<file path="config.mk">
export PLATFORM = sky130hd
export DESIGN_NAME = pd_turn_with_settle_flat
export DESIGN_NICKNAME = d
export VERILOG_FILES = /design/src/hdl/pdt_pkg.sv /design/src/hdl/pdt_chan_if.sv /design/src/hdl/pd_turn_with_settle.sv /design/src/flat_wrapper.sv
export VERILOG_INCLUDE_DIRS = /design/src /design/src/hdl
export SDC_FILE = /design/constraint.sdc
export NUM_CORES = 2
export LEC_CHECK = 0
export BUFFER_PORTS_ARGS = -buffer_cell sky130_fd_sc_hd__buf_2
export CAP_MARGIN = 10
export CORE_MARGIN = 8
export CORE_UTILIZATION = 56
export CTS_BUF_LIST = sky130_fd_sc_hd__clkbuf_16
export DETAILED_ROUTE_END_ITERATION = 10
export PLACE_DENSITY = 0.75
export RECOVER_POWER = 50
export SLEW_MARGIN = 25
export SYNTH_ARGS = -nofsm -noshare
export SYNTH_HDL_FRONTEND = slang
export SYNTH_SLANG_ARGS = --single-unit
</file>
<file path="constraint.sdc">
create_clock -name clk -period 12.95 [get_ports clk]
set_input_delay 3.885 -clock clk [delete_from_list [all_inputs] [get_ports clk]]
set_output_delay 3.885 -clock clk [all_outputs]
set_load 0.02 [all_outputs]
</file>
<file path="src/hdl/pd_turn_with_settle_assert.svh">
// assertion macros shared by the turn controller rtl
`ifndef PD_TURN_WITH_SETTLE_ASSERT_SVH
`define PD_TURN_WITH_SETTLE_ASSERT_SVH

// same-cycle implication, checked outside reset
`define PDT_ASSERT_NOW(lbl, ck, rn, ante, cons) \
  lbl: assert property (@(posedge ck) disable iff (!rn) (ante) |-> (cons)) \
    else $error("pd_turn_with_settle assertion failed");

// next-cycle implication, checked outside reset
`define PDT_ASSERT_NEXT(lbl, ck, rn, ante, cons) \
  lbl: assert property (@(posedge ck) disable iff (!rn) (ante) |=> (cons)) \
    else $error("pd_turn_with_settle assertion failed");

`endif

</file>
<file path="src/hdl/pdt_pkg.sv">
// types, widths and constants of the turn controller
package pdt_pkg;

  localparam int ANGLE_FRAC_BITS = 8;
  localparam int GAIN_FRAC_BITS  = 12;
  localparam int DROP_BITS       = ANGLE_FRAC_BITS + GAIN_FRAC_BITS;

  localparam int ANGLE_W   = 32;
  localparam int TIME_W    = 32;
  localparam int GAIN_W    = 16;
  localparam int TOL_W     = 16;
  localparam int TMO_W     = 16;
  localparam int LIM_W     = 7;
  localparam int CNT_W     = 4;
  localparam int DRIVE_W   = 8;
  localparam int CFG_IDX_W = 3;
  localparam int CFG_DATA_W = 32;

  // prev_err*kd, err*(kp+kd) and their difference
  localparam int KD_W  = ANGLE_W + GAIN_W;
  localparam int PKD_W = ANGLE_W + GAIN_W + 1;
  localparam int SUM_W = PKD_W + 1;

  localparam logic signed [ANGLE_W-1:0] TARGET_RST = '0;
  localparam logic [GAIN_W-1:0]  KP_RST    = GAIN_W'(2048);
  localparam logic [GAIN_W-1:0]  KD_RST    = GAIN_W'(410);
  localparam logic [TOL_W-1:0]   TOL_RST   = TOL_W'(256);
  localparam logic [TMO_W-1:0]   TMO_RST   = TMO_W'(3000);
  localparam logic [LIM_W-1:0]   LIM_RST   = LIM_W'(80);
  localparam logic [CNT_W-1:0]   SETTLE_RST = CNT_W'(3);
  localparam logic [CNT_W-1:0]   CNT_MAX   = '1;

  localparam logic [CFG_IDX_W-1:0] REG_TARGET_ANGLE  = 3'd0;
  localparam logic [CFG_IDX_W-1:0] REG_PROP_GAIN     = 3'd1;
  localparam logic [CFG_IDX_W-1:0] REG_DERIV_GAIN    = 3'd2;
  localparam logic [CFG_IDX_W-1:0] REG_TOLERANCE     = 3'd3;
  localparam logic [CFG_IDX_W-1:0] REG_TIMEOUT_MS    = 3'd4;
  localparam logic [CFG_IDX_W-1:0] REG_DRIVE_LIMIT   = 3'd5;
  localparam logic [CFG_IDX_W-1:0] REG_SETTLE_NEEDED = 3'd6;

  typedef enum logic [1:0] {
    STAT_RUNNING = 2'd0,
    STAT_SETTLED = 2'd1,
    STAT_TIMEOUT = 2'd2,
    STAT_DONE    = 2'd3
  } status_t;

  typedef struct packed {
    logic                      restart;
    logic [TIME_W-1:0]         time_ms;
    logic signed [ANGLE_W-1:0] angle;
  } in_item_t;

  typedef struct packed {
    logic signed [DRIVE_W-1:0] drive;
    status_t                   status;
  } out_item_t;

endpackage

</file>
<file path="src/hdl/pdt_chan_if.sv">
// valid/ready channels for heading samples and drive results
interface pdt_in_if;
  logic              valid;
  logic              ready;
  pdt_pkg::in_item_t data;

  modport source (output valid, output data, input ready);
  modport sink (input valid, input data, output ready);
endinterface

interface pdt_out_if;
  logic               valid;
  logic               ready;
  pdt_pkg::out_item_t data;

  modport source (output valid, output data, input ready);
  modport sink (input valid, input data, output ready);
endinterface

</file>
<file path="src/hdl/pd_turn_with_settle.sv">
// pd turn controller with settle and timeout detection, top level
//
// in_ch carries one heading sample per transfer (restart, time_ms, angle);
// out_ch carries one (drive, status) result per sample, in order.
// cfg_we/cfg_index/cfg_wdata write the seven settings; write them only
// while no sample is in flight.
// a sample passes through the input register, the multiply stage and the
// result register on its way to out_ch. throughput: one sample per cycle
// while out_ch.ready does not stall the pipeline; the turn state (previous
// error, settle count, start time, finished) updates as a sample enters
// the result register, so back-to-back samples chain correctly.
// err*(kp+kd) comes from a 32x17 multiplier in the middle stage and
// prev_err*kd from a 32x17 multiplier in the last stage.
// reset: settings go to their defaults, the pipeline empties and the turn
// is finished, so every sample gives drive 0 / status 3 until a restart.
// receiver stall: each stage holds its item; up to three samples are held
// and in_ch.ready falls only when all three stages are full.
`include "pd_turn_with_settle_assert.svh"

module pd_turn_with_settle (
  input  logic                              clk,
  input  logic                              rst_n,
  pdt_in_if.sink                            in_ch,
  pdt_out_if.source                         out_ch,
  input  logic                              cfg_we,
  input  logic [pdt_pkg::CFG_IDX_W-1:0]     cfg_index,
  input  logic [pdt_pkg::CFG_DATA_W-1:0]    cfg_wdata
);

  localparam int ANGLE_W = pdt_pkg::ANGLE_W;
  localparam int TIME_W  = pdt_pkg::TIME_W;
  localparam int GAIN_W  = pdt_pkg::GAIN_W;
  localparam int LIM_W   = pdt_pkg::LIM_W;
  localparam int CNT_W   = pdt_pkg::CNT_W;
  localparam int DRIVE_W = pdt_pkg::DRIVE_W;
  localparam int KD_W    = pdt_pkg::KD_W;
  localparam int PKD_W   = pdt_pkg::PKD_W;
  localparam int SUM_W   = pdt_pkg::SUM_W;

  // settings
  logic signed [ANGLE_W-1:0]       target_r;
  logic [GAIN_W-1:0]               kp_r;
  logic [GAIN_W-1:0]               kd_r;
  logic [pdt_pkg::TOL_W-1:0]       tol_r;
  logic [pdt_pkg::TMO_W-1:0]       tmo_r;
  logic [LIM_W-1:0]                limit_r;
  logic [CNT_W-1:0]                settle_r;

  always_ff @(posedge clk) begin
    if (!rst_n) begin
      target_r <= pdt_pkg::TARGET_RST;
      kp_r     <= pdt_pkg::KP_RST;
      kd_r     <= pdt_pkg::KD_RST;
      tol_r    <= pdt_pkg::TOL_RST;
      tmo_r    <= pdt_pkg::TMO_RST;
      limit_r  <= pdt_pkg::LIM_RST;
      settle_r <= pdt_pkg::SETTLE_RST;
    end else if (cfg_we) begin
      case (cfg_index)
        pdt_pkg::REG_TARGET_ANGLE:  target_r <= $signed(cfg_wdata[ANGLE_W-1:0]);
        pdt_pkg::REG_PROP_GAIN:     kp_r     <= cfg_wdata[GAIN_W-1:0];
        pdt_pkg::REG_DERIV_GAIN:    kd_r     <= cfg_wdata[GAIN_W-1:0];
        pdt_pkg::REG_TOLERANCE:     tol_r    <= cfg_wdata[pdt_pkg::TOL_W-1:0];
        pdt_pkg::REG_TIMEOUT_MS:    tmo_r    <= cfg_wdata[pdt_pkg::TMO_W-1:0];
        pdt_pkg::REG_DRIVE_LIMIT:   limit_r  <= cfg_wdata[LIM_W-1:0];
        pdt_pkg::REG_SETTLE_NEEDED: settle_r <= cfg_wdata[CNT_W-1:0];
        default: ;
      endcase
    end
  end

  // pipeline flow control
  logic s1_valid_r, s2_valid_r, out_valid_r;
  logic s1_adv, s2_adv, out_adv, b_fire;

  assign out_adv = !out_valid_r || out_ch.ready;
  assign s2_adv  = !s2_valid_r || out_adv;
  assign s1_adv  = !s1_valid_r || s2_adv;
  assign b_fire  = s2_valid_r && out_adv;
  assign in_ch.ready = s1_adv;

  always_ff @(posedge clk) begin
    if (!rst_n) begin
      s1_valid_r  <= 1'b0;
      s2_valid_r  <= 1'b0;
      out_valid_r <= 1'b0;
    end else begin
      if (s1_adv) s1_valid_r <= in_ch.valid;
      if (s2_adv) s2_valid_r <= s1_valid_r;
      if (out_adv) out_valid_r <= s2_valid_r;
    end
  end

  // stage 1: input register
  pdt_pkg::in_item_t s1_item_r;

  always_ff @(posedge clk) begin
    if (s1_adv) s1_item_r <= in_ch.data;
  end

  // stage 2: saturated error and the combined gain product
  logic signed [ANGLE_W:0]   diff_a;
  logic signed [ANGLE_W-1:0] err_a;
  logic [GAIN_W:0]           kpkd_a;
  logic signed [PKD_W-1:0]   pkd_a;

  always_comb begin
    diff_a = {target_r[ANGLE_W-1], target_r} - {s1_item_r.angle[ANGLE_W-1], s1_item_r.angle};
    if (diff_a[ANGLE_W] != diff_a[ANGLE_W-1]) begin
      err_a = diff_a[ANGLE_W] ? {1'b1, {(ANGLE_W-1){1'b0}}} : {1'b0, {(ANGLE_W-1){1'b1}}};
    end else begin
      err_a = diff_a[ANGLE_W-1:0];
    end
    kpkd_a   = {1'b0, kp_r} + {1'b0, kd_r};
    // err*(kp+kd) - prev_err*kd equals kp*err + kd*(err - prev_err)
    pkd_a    = PKD_W'(err_a) * PKD_W'($signed({1'b0, kpkd_a}));
  end

  logic                      s2_restart_r;
  logic [TIME_W-1:0]         s2_time_r;
  logic signed [ANGLE_W-1:0] s2_err_r;
  logic signed [PKD_W-1:0]   s2_pkd_r;

  always_ff @(posedge clk) begin
    if (s2_adv) begin
      s2_restart_r <= s1_item_r.restart;
      s2_time_r    <= s1_item_r.time_ms;
      s2_err_r     <= err_a;
      s2_pkd_r     <= pkd_a;
    end
  end

  // turn state
  logic signed [ANGLE_W-1:0] prev_err_r, prev_err_nxt;
  logic [CNT_W-1:0]       cnt_r, cnt_nxt;
  logic [TIME_W-1:0]      start_r, start_nxt;
  logic                   fin_r, fin_nxt;

  // stage 3: decisions, previous error times kd, drive scaling and clamp
  logic signed [ANGLE_W-1:0] prev_eff;
  logic signed [KD_W-1:0] prev_kd;
  logic [TIME_W-1:0]      elapsed;
  logic                   timed_out;
  logic [ANGLE_W-1:0]     abs_err;
  logic                   in_band;
  logic [CNT_W-1:0]       cnt_eff, cnt_inc;
  logic                   settled;
  logic signed [SUM_W-1:0] sum;
  logic [SUM_W-1:0]       sum_mag, sum_shift;
  logic                   over;
  logic [LIM_W-1:0]       mag;
  logic [DRIVE_W-1:0]     drive_calc;
  pdt_pkg::out_item_t     res;

  always_comb begin
    start_nxt    = s2_restart_r ? s2_time_r : start_r;
    prev_eff     = s2_restart_r ? '0 : prev_err_r;
    prev_err_nxt = prev_eff;
    cnt_eff      = s2_restart_r ? '0 : cnt_r;
    fin_nxt      = s2_restart_r ? 1'b0 : fin_r;
    cnt_nxt      = cnt_eff;

    elapsed   = s2_time_r - start_nxt;
    timed_out = elapsed > TIME_W'(tmo_r);
    abs_err   = s2_err_r[ANGLE_W-1] ? (ANGLE_W'(0) - s2_err_r) : s2_err_r;
    in_band   = abs_err < ANGLE_W'(tol_r);
    cnt_inc   = (cnt_eff == pdt_pkg::CNT_MAX) ? cnt_eff : cnt_eff + CNT_W'(1);
    settled   = in_band && (cnt_inc >= settle_r);

    // the current kd setting applies to the stored previous error
    prev_kd   = KD_W'(prev_eff) * KD_W'($signed({1'b0, kd_r}));
    sum       = SUM_W'(s2_pkd_r) - SUM_W'(prev_kd);
    sum_mag   = sum[SUM_W-1] ? (SUM_W'(0) - sum) : sum;
    sum_shift = sum_mag >> pdt_pkg::DROP_BITS;
    over      = (|sum_shift[SUM_W-1:LIM_W]) || (sum_shift[LIM_W-1:0] > limit_r);
    mag       = over ? limit_r : sum_shift[LIM_W-1:0];
    drive_calc = sum[SUM_W-1] ? (DRIVE_W'(0) - {1'b0, mag}) : {1'b0, mag};

    res.drive  = '0;
    res.status = pdt_pkg::STAT_DONE;
    if (fin_nxt) begin
      res.status = pdt_pkg::STAT_DONE;
    end else if (timed_out) begin
      fin_nxt    = 1'b1;
      res.status = pdt_pkg::STAT_TIMEOUT;
    end else if (settled) begin
      cnt_nxt    = cnt_inc;
      fin_nxt    = 1'b1;
      res.status = pdt_pkg::STAT_SETTLED;
    end else begin
      cnt_nxt      = in_band ? cnt_inc : '0;
      prev_err_nxt = s2_err_r;
      res.status   = pdt_pkg::STAT_RUNNING;
      res.drive    = $signed(drive_calc);
    end
  end

  always_ff @(posedge clk) begin
    if (!rst_n) begin
      prev_err_r <= '0;
      cnt_r      <= '0;
      start_r    <= '0;
      fin_r      <= 1'b1;
    end else if (b_fire) begin
      prev_err_r <= prev_err_nxt;
      cnt_r      <= cnt_nxt;
      start_r    <= start_nxt;
      fin_r      <= fin_nxt;
    end
  end

  // result register
  pdt_pkg::out_item_t out_item_r;

  always_ff @(posedge clk) begin
    if (out_adv) out_item_r <= res;
  end

  assign out_ch.valid = out_valid_r;
  assign out_ch.data  = out_item_r;

  // only a running sample may carry a nonzero drive
  `PDT_ASSERT_NOW(a_drive_zero_when_final, clk, rst_n,
    out_valid_r && (out_item_r.status != pdt_pkg::STAT_RUNNING), out_item_r.drive == '0)

  // drive stays inside the clamp
  `PDT_ASSERT_NOW(a_drive_clamped, clk, rst_n, out_valid_r,
    (out_item_r.drive <= $signed({1'b0, limit_r}))
      && (out_item_r.drive >= -$signed({1'b0, limit_r})))

  // any terminal result leaves the turn finished
  `PDT_ASSERT_NEXT(a_final_sets_finished, clk, rst_n,
    b_fire && (res.status != pdt_pkg::STAT_RUNNING), fin_r)

  // a running result leaves the turn open
  `PDT_ASSERT_NEXT(a_running_keeps_open, clk, rst_n,
    b_fire && (res.status == pdt_pkg::STAT_RUNNING), !fin_r)

endmodule

</file>
<file path="src/flat_wrapper.sv">
// flat-port wrapper written by rule: the top's interface ports become plain ports
module pd_turn_with_settle_flat 
  (clk, rst_n, cfg_we, cfg_index, cfg_wdata, in_ch_valid, in_ch_data, in_ch_ready, out_ch_valid, out_ch_data, out_ch_ready);
  pdt_in_if in_ch_i ();
  pdt_out_if out_ch_i ();
  input  logic clk;
  input  logic rst_n;
  input  logic cfg_we;
  input  logic [pdt_pkg::CFG_IDX_W-1:0] cfg_index;
  input  logic [pdt_pkg::CFG_DATA_W-1:0] cfg_wdata;
  input wire logic [$bits(in_ch_i.valid)-1:0] in_ch_valid;
  input wire logic [$bits(in_ch_i.data)-1:0] in_ch_data;
  output wire logic [$bits(in_ch_i.ready)-1:0] in_ch_ready;
  output wire logic [$bits(out_ch_i.valid)-1:0] out_ch_valid;
  output wire logic [$bits(out_ch_i.data)-1:0] out_ch_data;
  input wire logic [$bits(out_ch_i.ready)-1:0] out_ch_ready;
  assign in_ch_i.valid = in_ch_valid;
  assign in_ch_i.data = in_ch_data;
  assign in_ch_ready = in_ch_i.ready;
  assign out_ch_valid = out_ch_i.valid;
  assign out_ch_data = out_ch_i.data;
  assign out_ch_i.ready = out_ch_ready;
  pd_turn_with_settle u_core (.clk(clk), .rst_n(rst_n), .in_ch(in_ch_i), .out_ch(out_ch_i), .cfg_we(cfg_we), .cfg_index(cfg_index), .cfg_wdata(cfg_wdata));
endmodule
</file>
== Word level (Yosys, flattened, before mapping) ==
Index checks and enable logic that the tools add are counted.
Storage, ports and cells
  output and inout port bits: 12
  flip-flop bits (word level): 368
  word-level logic and storage cells: 92
Cells by class
  multiplexer cells: 23
  add/subtract/negate cells: 8
  $mul: 2
  eq/ne operators: 8
  reductions and logical operators: 21
  $lt $le $gt $ge: 4
  bitwise logic cells: 1
Operators with widths (count)
  32-bit 2-to-1 mux: 8
  50-bit 2-to-1 mux: 1
  1-bit by 50-bit subtractor with 50-bit output, first input constant: 1
  49-bit by 48-bit subtractor with 50-bit output: 1
  32-bit by 18-bit multiplier with 49-bit output: 1
  32-bit by 17-bit multiplier with 48-bit output: 1
  32-bit by 32-bit subtractor with 33-bit output: 1
  32-bit by 16-bit greater-than comparator with 1-bit output: 1
  32-bit by 16-bit less-than comparator with 1-bit output: 1
  1-bit by 32-bit subtractor with 32-bit output, first input constant: 1
  32-bit subtractor: 1
  4-bit 2-to-1 mux: 6
  23-bit OR reduction: 1
  16-bit by 16-bit adder with 17-bit output: 1
  7-bit 2-to-1 mux: 2
  2-bit AND reduction: 7
  3-bit equality test, second input constant: 3
  1-bit by 7-bit subtractor with 8-bit output, first input constant: 1
  7-bit greater-than comparator: 1
  3-bit by 2-bit equality test with 1-bit output, second input constant: 2
  1-bit 2-to-1 mux: 6
  4-bit by 1-bit adder with 4-bit output, second input constant: 1
  4-bit equality test, second input constant: 1
  4-bit greater-or-equal comparator: 1
  other kinds (10): 16

== Logic depth before layout (Yosys ltp) ==
  depth after elaboration: 10
  gate-level depth with buffers: 62

== Worst setup path before layout ==
Ideal clock, no wire load.
  path type: reg-to-reg
  from: reg u_core.s2_restart_r
  to: reg u_core.out_item_r, in the netlist u_core.out_ch.data[3], data pin
  path slack: 593 ps
  data arrival time: 12093 ps
  cell stages (with the launch flop): 59
  buffers on the path: 7
  required time: 12685 ps
  setup time: 265 ps
  cell sequence: edfxtp_1 clkbuf_1 clkbuf_1 clkbuf_1 nor2b_1 clkbuf_1 nand2_1 fa_1 fa_1 fa_1 inv_1 fa_1 fa_1 fa_1 ha_1 clkbuf_1 a211oi_1 nand2_1 [23 not listed] ha_1 nor2b_1 o21ai_0 nand2b_1 a21oi_1 nor2b_1 o21ai_0 nand2b_1 a21oi_1 o22ai_1 a31oi_1 o2111ai_1 nor3_1 nand4b_1 nor4_4 buf_6 mux2i_1 nor2_1
Between the ends
  longest elaborated chain between the ends: 10
Ends and longest elaborated chain
  from (decl): RTL line pd_turn_with_settle.sv:119  | logic s2_restart_r;
  from (signal assigned): RTL line pd_turn_with_settle.sv:126  | s2_restart_r <= s1_item_r.restart;
  32-bit 2-to-1 mux: RTL line pd_turn_with_settle.sv:157  | prev_eff = s2_restart_r ? '0 : prev_err_r;
  32-bit by 17-bit multiplier with 48-bit output: RTL line pd_turn_with_settle.sv:171  | prev_kd = KD_W'(prev_eff) * KD_W'($signed({1'b0, kd_r}));
  49-bit by 48-bit subtractor with 50-bit output: RTL line pd_turn_with_settle.sv:172  | sum = SUM_W'(s2_pkd_r) - SUM_W'(prev_kd);
  1-bit by 50-bit subtractor with 50-bit output: RTL line pd_turn_with_settle.sv:173  | sum_mag = sum[SUM_W-1] ? (SUM_W'(0) - sum) : sum;
  50-bit 2-to-1 mux: RTL line pd_turn_with_settle.sv:173
  7-bit greater-than comparator or 23-bit OR reduction (tied branches): RTL line pd_turn_with_settle.sv:175  | over = (|sum_shift[SUM_W-1:LIM_W]) || (sum_shift[LIM_W-1:0] > limit_r);
  1-bit logical OR: RTL line pd_turn_with_settle.sv:175
  7-bit 2-to-1 mux: RTL line pd_turn_with_settle.sv:176  | mag = over ? limit_r : sum_shift[LIM_W-1:0];
  1-bit by 7-bit subtractor with 8-bit output: RTL line pd_turn_with_settle.sv:177  | drive_calc = sum[SUM_W-1] ? (DRIVE_W'(0) - {1'b0, mag}) : {1'b0, mag};
  7-bit 2-to-1 mux: RTL line pd_turn_with_settle.sv:177
  to (signal assigned): RTL line pd_turn_with_settle.sv:216  | if (out_adv) out_item_r <= res;
  to (decl): RTL line pd_turn_with_settle.sv:213  | pdt_pkg::out_item_t out_item_r;
Several ways; a longest one is shown, not always the timed one.
A chain may end at the register's enable or synchronous reset.

== Worst setup path after layout ==
  from: reg u_core.s1_item_r[1] (netlist name)
  to: reg u_core.s2_pkd_r[45], data pin
Between the ends
  longest elaborated chain between the ends: 4
Ends and longest elaborated chain
  from (decl): RTL line pd_turn_with_settle.sv:95  | pdt_pkg::in_item_t s1_item_r;
  from (signal assigned): RTL line pd_turn_with_settle.sv:98  | if (s1_adv) s1_item_r <= in_ch.data;
  32-bit by 32-bit subtractor with 33-bit output (*): RTL line pd_turn_with_settle.sv:108  | diff_a = {target_r[ANGLE_W-1], target_r} - {s1_item_r.angle[ANGLE_W-1], s1_item_r.angle};
  32-bit 2-to-1 mux or 1-bit inequality test (tied branches): RTL line pd_turn_with_settle.sv:110, pd_turn_with_settle.sv:109
  32-bit 2-to-1 mux (*): RTL line pd_turn_with_settle.sv:109  | if (diff_a[ANGLE_W] != diff_a[ANGLE_W-1]) begin
  named net u_core.err_a[12]: RTL line pd_turn_with_settle.sv:103  | logic signed [ANGLE_W-1:0] err_a;
  32-bit by 18-bit multiplier with 49-bit output (*): RTL line pd_turn_with_settle.sv:116  | pkd_a = PKD_W'(err_a) * PKD_W'($signed({1'b0, kpkd_a}));
  named net u_core.pkd_a[45]: RTL line pd_turn_with_settle.sv:105  | logic signed [PKD_W-1:0] pkd_a;
  to (signal assigned): RTL line pd_turn_with_settle.sv:129  | s2_pkd_r <= pkd_a;
  to (decl): RTL line pd_turn_with_settle.sv:122  | logic signed [PKD_W-1:0] s2_pkd_r;
The timed path passes the listed nets; every way through them passes the cells marked *.

==> reports/qor.csv <==
stage,metric,value,unit
timing,finalWorstSetupSlack,0.303,ns
floorplanning,coreArea,104000,um2
yosys,ys_seq_area_share,15.8,%
critical_path,path_common_cell,fa_1,
finish,multi_input_area,44000,um2
finish,fin_cells,8096,
finish,seq_area,9260,um2
grt,track_usage,29.2,%
critical_path,worstPathRequired,13.27,ns
timing,clock_skew,0.0252,ns
clocking,root_buffer,clkbuf_16,
finish,filler_cell_count,8798,
critical_path,startpoint,u_core.s1_item_r[1]$_DFFE_PP_,
grt,grt_max_degree,82,
critical_path,critPathCaptureType,flop,
floorplanning,initial_core_util,56.5,%
yosys,netlist_area,58700,um2
finish,drive_gt1_share,7.17,%
clocking,clock_sinks,368,
placement,dp_cells,7981,
critical_path,arrival,12.96,ns
floorplanning,fp.dieW,340,um
drt,drc_errors,0,
drt,viasPerCell,5.74,
run_status,status,"complete, but fails checks",
drt,wl_per_cell,20.9,um
placement,dp_hpwl,137000,um
drt,wirelength,169000,um
yosys,syn_nets,8103,
critical_path,critPathBufInv,7,
drt,vias,46500,
drt,drtIter0Drc,3804,
critical_path,r2r_cells,48,
grt,grt_pass1_vias,48300,
yosys,ys_warn_count,0,
critical_path,criticalPathCategory,flop to flop,
yosys,synth_cell_types,87,
clocking,cts_buffers,41,
critical_path,max_stage_delay,0.56,ns
yosys,synthCells,6591,
run_status,violations,"capacitance limit, slew limit",
job,max_cap_viol_count,4,
yosys,synth_area_per_cell,8.90,um2
yosys,synth.top_cells.by_area,"fa_1 (34%), edfxtp_1 (9.7%), ha_1 (8.6%)",
placement,gp_congestion,1.00,
finish,nets,8187,
critical_path,r2r-start,u_core.s1_item_r[1]$_DFFE_PP_,
timing,finalHoldViolCount,0,
grt,grt-ovfl-total,0,
yosys,synth-edff-count,189,
timing,timing.fmax,79.1,MHz
yosys,synthArstFlopShare,0,%
drt,firstDrtPassIters,5,
critical_path,critPathSlowestCell,nor4b_1,
critical_path,r2r_slack,0.30,ns
grt,antenna_found_initial,7,
finish,fin_area,63300,um2
critical_path,start_kind,flop,
critical_path,cp_top_family,compound AO/OA/AOI/OAI gates,
drt,ant_nets,0,
clocking,insertion_delay,0.59,ns
min_path,hold_depth,0,
grt,grt_pass1_wl,268000,um
clocking,cts_max_level,2,
clocking,cts_tree,done,
floorplanning,die_h,340,um
clocking,clkTransAtPathRegs,0.06,ns
yosys,ys_dominant_reg_cell,edfxtp_1,
placement,placed_area,61400,um2
timing,fin_crit_sh,97.7,%
critical_path,cp_max_fo,32,
finish,synthToLayoutAreaGrowth,7.90,%
yosys,ys_seq_elements,368,
yosys,yosysTopAreaCell,fa_1,
min_path,hold_path.class,flop to flop,
min_path,hold_start,u_core.s1_item_r[36]$_DFFE_PP_,
critical_path,r2r_end,u_core.s2_pkd_r[45]$_DFFE_PP_,
timing,tightest_slew,3.54,ns
yosys,synth.top_cell.area_share,34.3,%
clocking,cts_max_path_buffers,3,
floorplanning,die_area,115000,um2
floorplanning,ios,117,
placement,pre_cts_ws,0.200,ns
floorplanning,rows,118,
min_path,whs_endpoint,u_core.s2_time_r[4]$_DFFE_PP_,
placement,port_buffers,116,
timing,period_needed,12.65,ns
timing,setup_violations,0,
timing,slew_viol_final,231,
timing,slew_headroom,-136,%
[cells by family after synthesis]
group                    count (synthesis)  share of synthesized area, %
XOR/XNOR                               227                          3.39
buffers and inverters                 1517                          9.75
adder cells (fa/ha/maj)               1407                          42.8
multiplexers                            52                         0.896
flip-flops                             368                          15.8
AO/OA/AOI/OAI                          936                          11.1
AND/OR/NAND/NOR                       2084                          16.2
[metrics by stage]
stage	hold slack [ns]	TNS, ns	util, %
2_1_floorplan	0.400	0	-
3_3_place_gp	0.403	0	59.1
3_5_place_dp	0.406	0	59.2
4_1_cts	0.417	0	60.5
5_1_grt	0.428	-0.00603	61.0
6_report	0.421	0	61.0
[cell type report]
type	instances	area share (%)
multi-input combinational	4706	69.5
sequential	368	14.6
antenna	8	0.0316
inverter	1248	7.48
clock inverter	33	0.541
clock buffer	43	1.70
tap	1380	2.73
timing repair buffer	310	3.39
[cell usage after synthesis (all sizes together) (38+ instances only)]
cell type  instances
inv             1222
fa              1004
nand2            996
nor2             408
ha               403
clkbuf           257
and2             231
a21oi            196
edfxtp           189
dfxtp            179
xnor2            157
o21ai            124
a21o             104
a21boi           103
nor2b             86
nand3             74
xor2              70
o21a              68
nand2b            64
nor3              53
mux2i             48
o211a             44
o211ai            38
[how the worst max path moves through the flow]
stage | end | cells past startpoint
after detailed placement | u_core.s2_pkd_r[45]$_DFFE_PP_ | 48
after global routing | u_core.out_ch.data[8]$_SDFFCE_PP0N_ | 55
after CTS | u_core.s2_pkd_r[45]$_DFFE_PP_ | 48
after global placement | u_core.s2_pkd_r[45]$_DFFE_PP_ | 48
final | u_core.s2_pkd_r[45]$_DFFE_PP_ | 48
after floorplan | u_core.out_ch.data[3]$_SDFFCE_PP0N_ | 58
[cells in the final DEF, fill, tap and decap left out, drive strengths merged, types with 70 or more instances in the layout]
cell	Yosys	layout
nor2b	86	86
a21oi	196	196
xor2	70	70
a21o	104	104
nand3	74	74
dfxtp	179	179
edfxtp	189	189
ha	403	403
xnor2	157	157
inv	1222	1230
nor2	408	408
nand2	996	996
and2	231	231
buf	12	294
fa	1004	1004
a21boi	103	103
o21ai	124	124
[state kept, by name, summed over array words and instances (netlist names), 16 cells and up]
signal / count
u_core.tol_r: 16
u_core.kd_r: 16
u_core.kp_r: 16
u_core.s1_item_r: 65
u_core.target_r: 32
u_core.s2_pkd_r: 49
u_core.start_r: 32
u_core.prev_err_r: 32
u_core.s2_err_r: 32
u_core.s2_time_r: 32
u_core.tmo_r: 16
[routing by layer]
metal  track usage (%)  vias up  wire (um)
li1                  -    20900          -
met1              38.5    23200      67900
met2              47.7     1969      78800
met3              4.81      405      14100
met4              12.3        2       8140
met5                 0        -          8
[timing repair]
action / in CTS / in global routing
endpoints found under the setup margin: 0 / 16
gates resized for setup: 0 / 70
hold buffers: 0 / 0
setup buffers: 0 / 31
hold endpoints to repair: 0 / 0
Power is left out: the tool's default activity adds up to more than one toggle a clock period on the data nets, which glitch-free logic cannot reach.
